File: config.mk
export PLATFORM = sky130hd
export DESIGN_NAME = visited_grid_wall_outline
export DESIGN_NICKNAME = d
export VERILOG_FILES = /design/src/rtl/vgwo_pkg.sv /design/src/rtl/vgwo_ctrl.sv /design/src/rtl/vgwo_dp.sv /design/src/rtl/visited_grid_wall_outline.sv
export SDC_FILE = /design/constraint.sdc
export NUM_CORES = 2
export LEC_CHECK = 0
export ABC_AREA = 1
export BUFFER_PORTS_ARGS = -buffer_cell sky130_fd_sc_hd__buf_4
export CAP_MARGIN = 0
export CORE_MARGIN = 2
export CORE_UTILIZATION = 30
export DETAILED_ROUTE_END_ITERATION = 6
export PLACE_DENSITY = 0.5
export SYNTH_ARGS = -nofsm -noshare
export SYNTH_HDL_FRONTEND = slang
export SYNTH_HIERARCHICAL = 1
export SYNTH_SLANG_ARGS = --single-unit
File: constraint.sdc
create_clock -name clk -period 12.06 [get_ports clk]
set_input_delay 1.206 -clock clk [delete_from_list [all_inputs] [get_ports clk]]
set_output_delay 1.206 -clock clk [all_outputs]
set_load 0.01 [all_outputs]
File: src/rtl/vgwo_pkg.sv
// shared types and constants for the visited grid wall outline block
package vgwo_pkg;

  localparam int IDX_W  = 8;
  localparam int BITS_W = 34;
  localparam int WIN_W  = BITS_W + 2;

  localparam logic [1:0] REQ_VISIT = 2'd0;
  localparam logic [1:0] REQ_READ  = 2'd1;
  localparam logic [1:0] REQ_CLEAR = 2'd2;
  localparam logic [1:0] REQ_NONE  = 2'd3;

  localparam logic [1:0] ROW_PREV = 2'd0;
  localparam logic [1:0] ROW_CUR  = 2'd1;
  localparam logic [1:0] ROW_NEXT = 2'd2;

  typedef struct packed {
    logic       latch;
    logic       rd_en;
    logic [1:0] rd_sel;
    logic       cap_prev;
    logic       cap_cur;
    logic       upd;
    logic       clr;
    logic       load;
  } cmd_t;

  typedef struct packed {
    logic out_free;
  } sts_t;

endpackage

File: src/rtl/vgwo_ctrl.sv
// request sequencer for the visited grid wall outline block
module vgwo_ctrl (
  input  logic             clk,
  input  logic             rst,
  input  logic             req_valid,
  input  logic [1:0]       req_type,
  output logic             req_stall,
  input  vgwo_pkg::sts_t   sts,
  output vgwo_pkg::cmd_t   cmd
);

  typedef enum logic [7:0] {
    S_IDLE = 8'b0000_0001,
    S_VRD  = 8'b0000_0010,
    S_VUPD = 8'b0000_0100,
    S_RD0  = 8'b0000_1000,
    S_RD1  = 8'b0001_0000,
    S_RD2  = 8'b0010_0000,
    S_CLR  = 8'b0100_0000,
    S_DONE = 8'b1000_0000
  } state_t;

  state_t state, state_next;

  always_ff @(posedge clk) begin
    if (rst) begin
      state <= S_IDLE;
    end else begin
      state <= state_next;
    end
  end

  assign req_stall = (state != S_IDLE);

  always_comb begin
    state_next   = state;
    cmd          = '0;
    cmd.rd_sel   = vgwo_pkg::ROW_CUR;
    case (state)
      S_IDLE: begin
        if (req_valid) begin
          cmd.latch = 1'b1;
          case (req_type)
            vgwo_pkg::REQ_VISIT: state_next = S_VRD;
            vgwo_pkg::REQ_READ:  state_next = S_RD0;
            vgwo_pkg::REQ_CLEAR: state_next = S_CLR;
            default:             state_next = S_DONE;
          endcase
        end
      end
      S_VRD: begin
        cmd.rd_en  = 1'b1;
        cmd.rd_sel = vgwo_pkg::ROW_CUR;
        state_next = S_VUPD;
      end
      S_VUPD: begin
        cmd.upd    = 1'b1;
        state_next = S_DONE;
      end
      S_RD0: begin
        cmd.rd_en  = 1'b1;
        cmd.rd_sel = vgwo_pkg::ROW_PREV;
        state_next = S_RD1;
      end
      S_RD1: begin
        cmd.cap_prev = 1'b1;
        cmd.rd_en    = 1'b1;
        cmd.rd_sel   = vgwo_pkg::ROW_CUR;
        state_next   = S_RD2;
      end
      S_RD2: begin
        cmd.cap_cur = 1'b1;
        cmd.rd_en   = 1'b1;
        cmd.rd_sel  = vgwo_pkg::ROW_NEXT;
        state_next  = S_DONE;
      end
      S_CLR: begin
        cmd.clr    = 1'b1;
        state_next = S_DONE;
      end
      S_DONE: begin
        if (sts.out_free) begin
          cmd.load   = 1'b1;
          state_next = S_IDLE;
        end
      end
      default: begin
        state_next = S_IDLE;
      end
    endcase
  end

endmodule

File: src/rtl/vgwo_dp.sv
// row memory, bounding box and outline datapath
module vgwo_dp #(
  parameter int GRID_SIDE = 32
) (
  input  logic                                clk,
  input  logic                                rst,
  input  vgwo_pkg::cmd_t                      cmd,
  output vgwo_pkg::sts_t                      sts,
  input  logic [1:0]                          req_type,
  input  logic signed [4:0]                   x_coord,
  input  logic signed [4:0]                   y_coord,
  input  logic [5:0]                          line_index,
  output logic                                rsp_valid,
  input  logic                                rsp_stall,
  output logic                                was_visited,
  output logic                                out_of_range,
  output logic                                map_empty,
  output logic                                line_valid,
  output logic [5:0]                          line_count,
  output logic [5:0]                          column_count,
  output logic [vgwo_pkg::BITS_W-1:0]         visited_bits,
  output logic [vgwo_pkg::BITS_W-1:0]         wall_bits
);

  localparam int AW   = (GRID_SIDE > 1) ? $clog2(GRID_SIDE) : 1;
  localparam int HALF = GRID_SIDE / 2;
  localparam int PW   = GRID_SIDE + vgwo_pkg::WIN_W + 2;
  localparam int IW   = vgwo_pkg::IDX_W;
  localparam int BW   = vgwo_pkg::BITS_W;
  localparam int WW   = vgwo_pkg::WIN_W;

  localparam logic signed [IW-1:0] HALF_S = IW'(HALF);
  localparam logic signed [IW-1:0] SIDE_S = IW'(GRID_SIDE);

  function automatic logic in_grid(input logic signed [IW-1:0] v);
    in_grid = !v[IW-1] && (v < SIDE_S);
  endfunction

  // latched request
  logic [1:0]        req;
  logic signed [4:0] x_q, y_q;
  logic [5:0]        idx_q;

  always_ff @(posedge clk) begin
    if (cmd.latch) begin
      req   <= req_type;
      x_q   <= x_coord;
      y_q   <= y_coord;
      idx_q <= line_index;
    end
  end

  // bounding box
  logic signed [4:0] min_x, max_x, min_y, max_y;
  logic              any_visited;

  logic signed [IW-1:0] xv, yv, min_x_e, min_y_e, lx, addr_s;
  logic [AW-1:0]        xa, ya, rd_addr, base;
  logic                 vis_ok;

  assign xv      = {{(IW-5){x_q[4]}}, x_q} + HALF_S;
  assign yv      = {{(IW-5){y_q[4]}}, y_q} + HALF_S;
  assign min_x_e = {{(IW-5){min_x[4]}}, min_x};
  assign min_y_e = {{(IW-5){min_y[4]}}, min_y};
  assign lx      = min_x_e - IW'(1) + {{(IW-6){1'b0}}, idx_q} + HALF_S;
  assign xa      = xv[AW-1:0];
  assign ya      = yv[AW-1:0];
  assign vis_ok  = in_grid(xv) && in_grid(yv);
  assign base    = AW'(min_y_e + HALF_S);

  always_comb begin
    case (cmd.rd_sel)
      vgwo_pkg::ROW_PREV: addr_s = lx - IW'(1);
      vgwo_pkg::ROW_NEXT: addr_s = lx + IW'(1);
      vgwo_pkg::ROW_CUR:  addr_s = (req == vgwo_pkg::REQ_VISIT) ? xv : lx;
      default:            addr_s = lx;
    endcase
  end
  assign rd_addr = addr_s[AW-1:0];

  // row memory with per-row valid bits
  logic [GRID_SIDE-1:0] mem [GRID_SIDE];
  logic [GRID_SIDE-1:0] row_valid;
  logic [GRID_SIDE-1:0] q_row, row_data, set_bit;
  logic                 q_ok, hit, wr;

  assign row_data = q_ok ? q_row : '0;
  assign hit      = row_data[ya];
  assign wr       = cmd.upd && vis_ok && !hit;
  assign set_bit  = {{(GRID_SIDE-1){1'b0}}, 1'b1} << ya;

  always_ff @(posedge clk) begin
    if (cmd.rd_en) begin
      q_row <= mem[rd_addr];
    end
    if (wr) begin
      mem[xa] <= row_data | set_bit;
    end
  end

  always_ff @(posedge clk) begin
    if (rst || cmd.clr) begin
      row_valid <= '0;
      q_ok      <= 1'b0;
    end else begin
      if (wr) begin
        row_valid[xa] <= 1'b1;
      end
      if (cmd.rd_en) begin
        q_ok <= in_grid(addr_s) && row_valid[rd_addr];
      end
    end
  end

  always_ff @(posedge clk) begin
    if (rst || cmd.clr) begin
      min_x       <= '0;
      max_x       <= '0;
      min_y       <= '0;
      max_y       <= '0;
      any_visited <= 1'b0;
    end else if (wr) begin
      any_visited <= 1'b1;
      if (!any_visited) begin
        min_x <= x_q;
        max_x <= x_q;
        min_y <= y_q;
        max_y <= y_q;
      end else begin
        if (x_q < min_x) min_x <= x_q;
        if (x_q > max_x) max_x <= x_q;
        if (y_q < min_y) min_y <= y_q;
        if (y_q > max_y) max_y <= y_q;
      end
    end
  end

  // captured neighbor rows
  logic [GRID_SIDE-1:0] r_prev, r_cur;

  always_ff @(posedge clk) begin
    if (cmd.cap_prev) begin
      r_prev <= row_data;
    end
    if (cmd.cap_cur) begin
      r_cur <= row_data;
    end
  end

  // column windows, bit k is y = min_y - 2 + k
  logic [PW-1:0]    p0, p1, p2;
  logic [WW-1:0]    w0, w1, w2;
  logic [BW-1:0]    nbr, mask, vis_line, wall_line;
  logic [BW:0]      mask_w;
  logic signed [6:0] lines_w, cols_w;
  logic [5:0]       lines, cols;
  logic             idx_ok;

  assign p0 = {{WW{1'b0}}, r_prev, 2'b00};
  assign p1 = {{WW{1'b0}}, r_cur, 2'b00};
  assign p2 = {{WW{1'b0}}, row_data, 2'b00};
  assign w0 = WW'(p0 >> base);
  assign w1 = WW'(p1 >> base);
  assign w2 = WW'(p2 >> base);

  always_comb begin
    for (int j = 0; j < BW; j++) begin
      nbr[j] = w0[j] | w0[j+1] | w0[j+2] | w1[j] | w1[j+2] | w2[j] | w2[j+1] | w2[j+2];
    end
  end

  assign lines_w   = {{2{max_x[4]}}, max_x} - {{2{min_x[4]}}, min_x} + 7'sd3;
  assign cols_w    = {{2{max_y[4]}}, max_y} - {{2{min_y[4]}}, min_y} + 7'sd3;
  assign lines     = lines_w[5:0];
  assign cols      = cols_w[5:0];
  assign idx_ok    = idx_q < lines;
  assign mask_w    = ((BW+1)'(1) << cols) - (BW+1)'(1);
  assign mask      = mask_w[BW-1:0];
  assign vis_line  = w1[BW:1] & mask;
  assign wall_line = ~w1[BW:1] & nbr & mask;

  // result register
  logic load_ok, rd_ok, line_ok;
  assign sts.out_free = !(rsp_valid && rsp_stall);
  assign load_ok      = cmd.load;
  assign rd_ok        = (req == vgwo_pkg::REQ_READ) && any_visited;
  assign line_ok      = rd_ok && idx_ok;

  always_ff @(posedge clk) begin
    if (rst) begin
      rsp_valid <= 1'b0;
    end else if (load_ok) begin
      rsp_valid <= 1'b1;
    end else if (!rsp_stall) begin
      rsp_valid <= 1'b0;
    end
  end

  always_ff @(posedge clk) begin
    if (load_ok) begin
      was_visited  <= (req == vgwo_pkg::REQ_VISIT) && vis_ok && hit;
      out_of_range <= (req == vgwo_pkg::REQ_VISIT) && !vis_ok;
      map_empty    <= (req == vgwo_pkg::REQ_READ) && !any_visited;
      line_valid   <= line_ok;
      line_count   <= rd_ok ? lines : '0;
      column_count <= rd_ok ? cols : '0;
      visited_bits <= line_ok ? vis_line : '0;
      wall_bits    <= line_ok ? wall_line : '0;
    end
  end

endmodule

File: src/rtl/visited_grid_wall_outline.sv
// top level of the visited grid wall outline block
//
//   beat      handshake             payload
//   request   req_valid/req_stall   req_type x_coord y_coord line_index
//   response  rsp_valid/rsp_stall   was_visited out_of_range map_empty line_valid
//                                   line_count column_count visited_bits wall_bits
//
// one request at a time; the row memory has a single read port
// visit reads the row then updates it, read does three row reads, clear empties the map, unknown type only responds
// a finished response sits in the output register while the next request is taken
// a stalled response holds the sequencer in its last state until the beat leaves
// reset clears the row valid bits and bounding box at once, no sweep
module visited_grid_wall_outline #(
  parameter int GRID_SIDE = 32
) (
  input  logic                        clk,
  input  logic                        rst,
  input  logic                        req_valid,
  output logic                        req_stall,
  input  logic [1:0]                  req_type,
  input  logic signed [4:0]           x_coord,
  input  logic signed [4:0]           y_coord,
  input  logic [5:0]                  line_index,
  output logic                        rsp_valid,
  input  logic                        rsp_stall,
  output logic                        was_visited,
  output logic                        out_of_range,
  output logic                        map_empty,
  output logic                        line_valid,
  output logic [5:0]                  line_count,
  output logic [5:0]                  column_count,
  output logic [vgwo_pkg::BITS_W-1:0] visited_bits,
  output logic [vgwo_pkg::BITS_W-1:0] wall_bits
);

  vgwo_pkg::cmd_t cmd;
  vgwo_pkg::sts_t sts;

  vgwo_ctrl u_ctrl (
    .clk       (clk),
    .rst       (rst),
    .req_valid (req_valid),
    .req_type  (req_type),
    .req_stall (req_stall),
    .sts       (sts),
    .cmd       (cmd)
  );

  vgwo_dp #(
    .GRID_SIDE (GRID_SIDE)
  ) u_dp (
    .clk          (clk),
    .rst          (rst),
    .cmd          (cmd),
    .sts          (sts),
    .req_type     (req_type),
    .x_coord      (x_coord),
    .y_coord      (y_coord),
    .line_index   (line_index),
    .rsp_valid    (rsp_valid),
    .rsp_stall    (rsp_stall),
    .was_visited  (was_visited),
    .out_of_range (out_of_range),
    .map_empty    (map_empty),
    .line_valid   (line_valid),
    .line_count   (line_count),
    .column_count (column_count),
    .visited_bits (visited_bits),
    .wall_bits    (wall_bits)
  );

endmodule
Word level (Yosys, flattened, before mapping)

Memories as Yosys holds them, arrays and structs flattened. A register that Yosys moved wholly into a read port is not among the register bits.
Index checks and enable logic that the tools add are counted.

Memories: 1
Bits in latches: 0
Flip-flop bits (word level): 229
Input bits: 22
Word-level logic and storage cells: 385
Memory bits (writable): 1,024
ROM bits: 0

Memory list:

| memory   | words | bits a word | read ports | clocked after Yosys merged registers in | wr ports | RTL line      | RTL |
|---|---|---|---|---|---|---|---|
| u_dp.mem | 32    | 32          | 1          | 1                                       | 1        | vgwo_dp.sv:82 | `logic [GRID_SIDE-1:0] mem [GRID_SIDE];` |

Bitwise operators: 244
Shifts and indexed selects: 5
Muxes and demuxes: 34
Divide/modulo/power cells: 0
Reduce and logical (&&, ||, !) cells: 32
$lt $le $gt $ge: 12
Equal/unequal tests: 21
$add $sub $neg: 13
$mul: 0

Operators by type and width:

| cell                                                        | count |
|---|---|
| bitwise OR 1 bit                                            | 238 |
| right shift 34 x 5 -> 36 bit                                | 3 |
| bitwise AND 34 bit                                          | 3 |
| bitwise OR 32 bit                                           | 2 |
| case mux 8 bit (3 select lines)                             | 2 |
| case mux 8 bit (6 select lines)                             | 1 |
| 2-to-1 mux 5 bit                                            | 8 |
| inverter 34 bit                                             | 1 |
| left shift 1 x 6 -> 34 bit (first input constant)           | 1 |
| subtractor 34 x 2 -> 34 bit (second input constant)         | 1 |
| 2-to-1 mux 32 bit                                           | 1 |
| left shift 1 x 5 -> 32 bit (first input constant)           | 1 |
| less-than comparator 8 x 7 -> 1 bit (second input constant) | 3 |
| 2-to-1 mux 8 bit                                            | 3 |
| less-than comparator 5 x 6 -> 1 bit (second input constant) | 3 |
| logical AND 1 bit                                           | 15 |
| 2-to-1 mux 1 bit                                            | 15 |
| adder 5 x 6 -> 7 bit (second input constant)                | 2 |
| adder 6 x 2 -> 6 bit (second input constant)                | 2 |
| inequality test 2 bit (second input constant)               | 6 |
| subtractor 5 x 5 -> 6 bit                                   | 2 |
| binary-select mux 1 bit (select 5 bit)                      | 2 |
| greater-than comparator 5 bit                               | 2 |
| less-than comparator 5 bit                                  | 2 |
| other kinds (28)                                            | 42 |

Longest topological paths before layout

Depth in word-level cells: 11
Depth in mapped cells: 23
Gate-level depth less buffers: 23

Modules after synthesis

Netlist, hierarchy kept.

By module, submodules not included:

| module    | area an instance (um2) | instances | cells each |
|---|---|---|---|
| vgwo_dp   | 59,345.7               | 1         | 5,568 |
| vgwo_ctrl | 581.8                  | 1         | 91 |

Worst setup path after synthesis

Ideal clock, no wire load.

Path kind: input to register
From: in rsp_stall
To: reg u_dp.column_count[0] (enable)
Library setup time: 0.727 ns
Arrival time: 9.235 ns
Path slack: 2.098 ns
Path buffers: 0
Stages: 3
Cells stage by stage: nand2_1 -> inv_1 -> nor4_1

RTL lines:

| what                   | RTL line                        | RTL |
|---|---|---|
| start: declaration     | visited_grid_wall_outline.sv:25 | `input logic rsp_stall,` |
| end signal: assignment | vgwo_dp.sv:206                  | `column_count <= rd_ok ? cols : '0;` |
| end: declaration       | vgwo_dp.sv:20                   | `output logic [5:0] column_count,` |

==> key figures <==
Status
  – Outcome: completed

Floorplanning
  – Row Count: 164
  – Die ar.: approximately 0.20 mm²
  – Initial core utilization: a little under a third
  – Core area: ~0.20 mm²
  – Die Y: ~450 µm
  – Die width: roughly 450 µm
  – Io pins: roughly 110

Clock network
  – Longest Clk Path Bufs: 3
  – Post-CTS sizing: 0
  – Clock root buffer: clkbuf_16
  – CTS tree: built
  – Hold Buf Count CTS: 0
  – Clock sink count: 1283
  – Post-CTS setup buffers: 0
  – Clk Latency, worst-skew pair: just over 800 ps
  – CTS buffer count: 140
  – H-tree Lvls: 4
  – Clock slew at reported path FFs: ~60 ps

Worst hold path
  – Hold depth: 2
  – Hold crit path type: reg2reg

Setup path
  – WP data arrival: 8390 ps
  – Worst path required time: approximately 13000 ps
  – Slowest-stage cell, CP: buf_4
  – WS Path Type: reg2reg
  – Path depth of the worst reg2reg path: 20
  – CP cell instances: nor2_1 -> nand3_1 -> nor2_4 -> buf_4 -> or2_4 -> nand3_1 -> nor2_1 -> fa_1 -> nand2_1 -> o21a_1 -> nand2_4 -> buf_4 -> buf_4 -> buf_4 -> buf_4 -> o211ai_1 -> o211ai_1 -> nand3_1 -> nand3_1 -> and2_1
  – Worst path max stage delay: ~850 ps
  – Crit-path most repeated cell: buf_4
  – CP max FO: 64
  – Critical path capture point type: flop
  – CP Launch Type: flop

Synthesis
  – Most common cell in the netlist: edfxtp_1
  – Synth Warn #: 6
  – Yosys top cell by area: edfxtp_1
  – Leading post-synthesis cells by cell area: edfxtp_1 61%, o211ai_1 6.9%, nand3_1 5.8%
  – Synthesized cell area: about 0.060 mm²
  – Cells after Synth: around 5700
  – Area share of the largest cell type after synthesis: between 60% and 70%
  – Post-synthesis cell type count: 55
  – Commonest cells post-synth: 1220 x edfxtp_1, 887 x nand2_1, 689 x nand3_1, 549 x o211ai_1, 538 x nor2_1
  – Synth async-reset ratio: 0%
  – Syn_area_per_cell: 10.6 µm²
  – Sequential cell area fraction in the yosys report: between 60% and 70%
  – Top_reg_cell synth: edfxtp_1
  – Synth Register Bits: ~1300
  – EDFF count, synth: approximately 1200

Placed design
  – DP Wirelength: roughly 110000 µm
  – Port bufs: about 110
  – Placed insts: 8152
  – Place WS: 4300 ps
  – Global placer's final weighted congestion: between 0.8 and 0.9

Route
  – Vias per inst: roughly 5.3
  – Post-route DRC: 0
  – 1st-iter DRT viols: around 4500
  – Aggregate routed wire length: approximately 200000 µm
  – Number of routed nets with antenna violations: 0
  – Via count: 44300
  – Pre-antenna DRT Iters: 6
  – Avg WL per Cell: 24.3 µm

Timing
  – Clock Skews: 63.4 ps
  – Final hold violations: 0
  – # setup viols final: 0
  – Setup repair after global routing missed its margin: no
  – Setup ws final: about 4300 ps
  – Worst-Margin Slew: 1270 ps
  – Final Cycle Share: a little under two thirds
  – Fmax: ~130 MHz
  – Post-layout minimum cycle time: just under 8000 ps
  – Setup TNS: 0 ps
  – Slew HR: 15.3%
  – Max-slew violations: 0

Cells and area
  – Final nets: between 5000 and 6000
  – Non-filler cells, final: 8400
  – Share of cells above drive strength 1: roughly an eighth
  – Synthesis-to-layout area growth: 13.5%
  – Fillers: 20000
  – Final core area utilization: approximately 34%
  – ANT cells: 0

Power
  – Max VDD drop: between 100 and 150 µV
  – LEAKAGE: ~24 nW
  – Pwr dens: 179 mW/mm²

Global route
  – M2 GR Usage: between 30% and 40%
  – Met1 usage: between 20% and 30%
  – Largest net degree at the start of global routing: 181
  – Vias in the first global route: 42200
  – Total global routing track utilization: between 10% and 20%
  – Congestion Overflow GR: 0
  – Gr busiest metal: met2
  – Met3 usage in global routing: under 10%
  – Initial antenna violation count: 0
  – First-pass GRT wire length: between 200000 and 300000 µm

Flow run
  – Max Cap Viol: 0
==> registers in the layout, summed over array words and instances, names as in the netlist, 6 cells and up <==
register,count
u_dp/mem,1024
u_dp/wall_bits,34
u_dp/visited_bits,33
u_dp/q_row,32
u_dp/r_cur,32
u_dp/r_prev,32
u_dp/row_valid,32
u_ctrl/state,8
u_dp/column_count,6
u_dp/idx_q,6
u_dp/line_count,6
==> layer usage <==
layer / vias to the layer above / routed length, µm
li1: 20200 / -
met3: 326 / 11900
met2: 1583 / 96200
met5: - / 0
met1: 22200 / 89100
met4: 0 / 6830
==> worst max-delay path, delay by kind of cell, from the launching register on <==
kind / cells / cell delay [ps]
DFF: 1 / 330
adders and majority gates: 1 / 230
and+or+nand+nor: 11 / 2750
AOI/OAI and AO/OA: 3 / 470
buffers and inverters: 5 / 3590
==> per-stage QoR <==
stage | area (µm²) | total power, mW | hold WS (ps)
2_1_floorplan | 59900 | 7.02 | 430
3_3_place_gp | 63500 | 8.02 | 437
3_5_place_dp | 63500 | 8.03 | 440
4_1_cts | 68000 | 12.2 | 449
5_1_grt | 68000 | 12.7 | 464
6_report | 68000 | 12.2 | 450
==> path summary, 6_finish.rpt <==
check	start	slack [ps]	endpoint
hold / removal	u_dp/row_valid[1]$_SDFFE_PP0P_	450	u_dp/row_valid[1]$_SDFFE_PP0P_
setup reg to reg	u_ctrl/state[7]$_SDFFE_PP0P_	4350	u_dp/q_row[21]$_DFFE_PP_
setup / recovery	u_ctrl/state[7]$_SDFFE_PP0P_	4350	u_dp/q_row[21]$_DFFE_PP_
hold reg to reg	u_dp/row_valid[1]$_SDFFE_PP0P_	450	u_dp/row_valid[1]$_SDFFE_PP0P_
==> placed cells by master, fill, tap and decap left out, drive strengths merged, types with 6 or more instances in the layout <==
| master | instances |
|---|---|
| bufinv | 8 |
| o2111ai | 7 |
| nor3 | 19 |
| ha | 60 |
| nand3 | 693 |
| edfxtp | 1220 |
| clkbuf | 170 |
| or2 | 295 |
| nand4 | 27 |
| dfxtp | 63 |
| nor2 | 547 |
| and2 | 43 |
| nand2 | 897 |
| o211ai | 550 |
| xnor2 | 6 |
| a21oi | 76 |
| a31oi | 8 |
| clkinv | 74 |
| nand3b | 11 |
| xor2 | 13 |
| inv | 313 |
| o21ai | 413 |
| buf | 198 |
==> cell families after synthesis <==
| logic type | share of synthesized area, % |
|---|---|
| and+or+nand+nor | 19.2 |
| DFF | 63.2 |
| AOI/OAI and AO/OA | 11.4 |
| buffers and inverters | 4.46 |
| adders and majority gates | 1.39 |
| xor gates and xnor gates | 0.315 |
| other | 0.00626 |
==> layout make-up <==
type	count	area, µm²	share of cell area [%]
clock buffers	170	3650	5.36
multi-input cells	3695	19600	28.8
flip-flops and latches	1283	37900	55.7
repair buffers	198	1510	2.22
well taps	2656	3320	4.89
inverters	320	1230	1.81
clock inverters	78	818	1.20
==> power breakdown <==
group	leakage (nW)	internal, mW	switching (mW)
clock	2.16	2.36	1.87
combinational	9.74	0.880	2.05
sequential	12.2	4.97	0.0279
No activity file was read; power rests on OpenSTA's default activity.
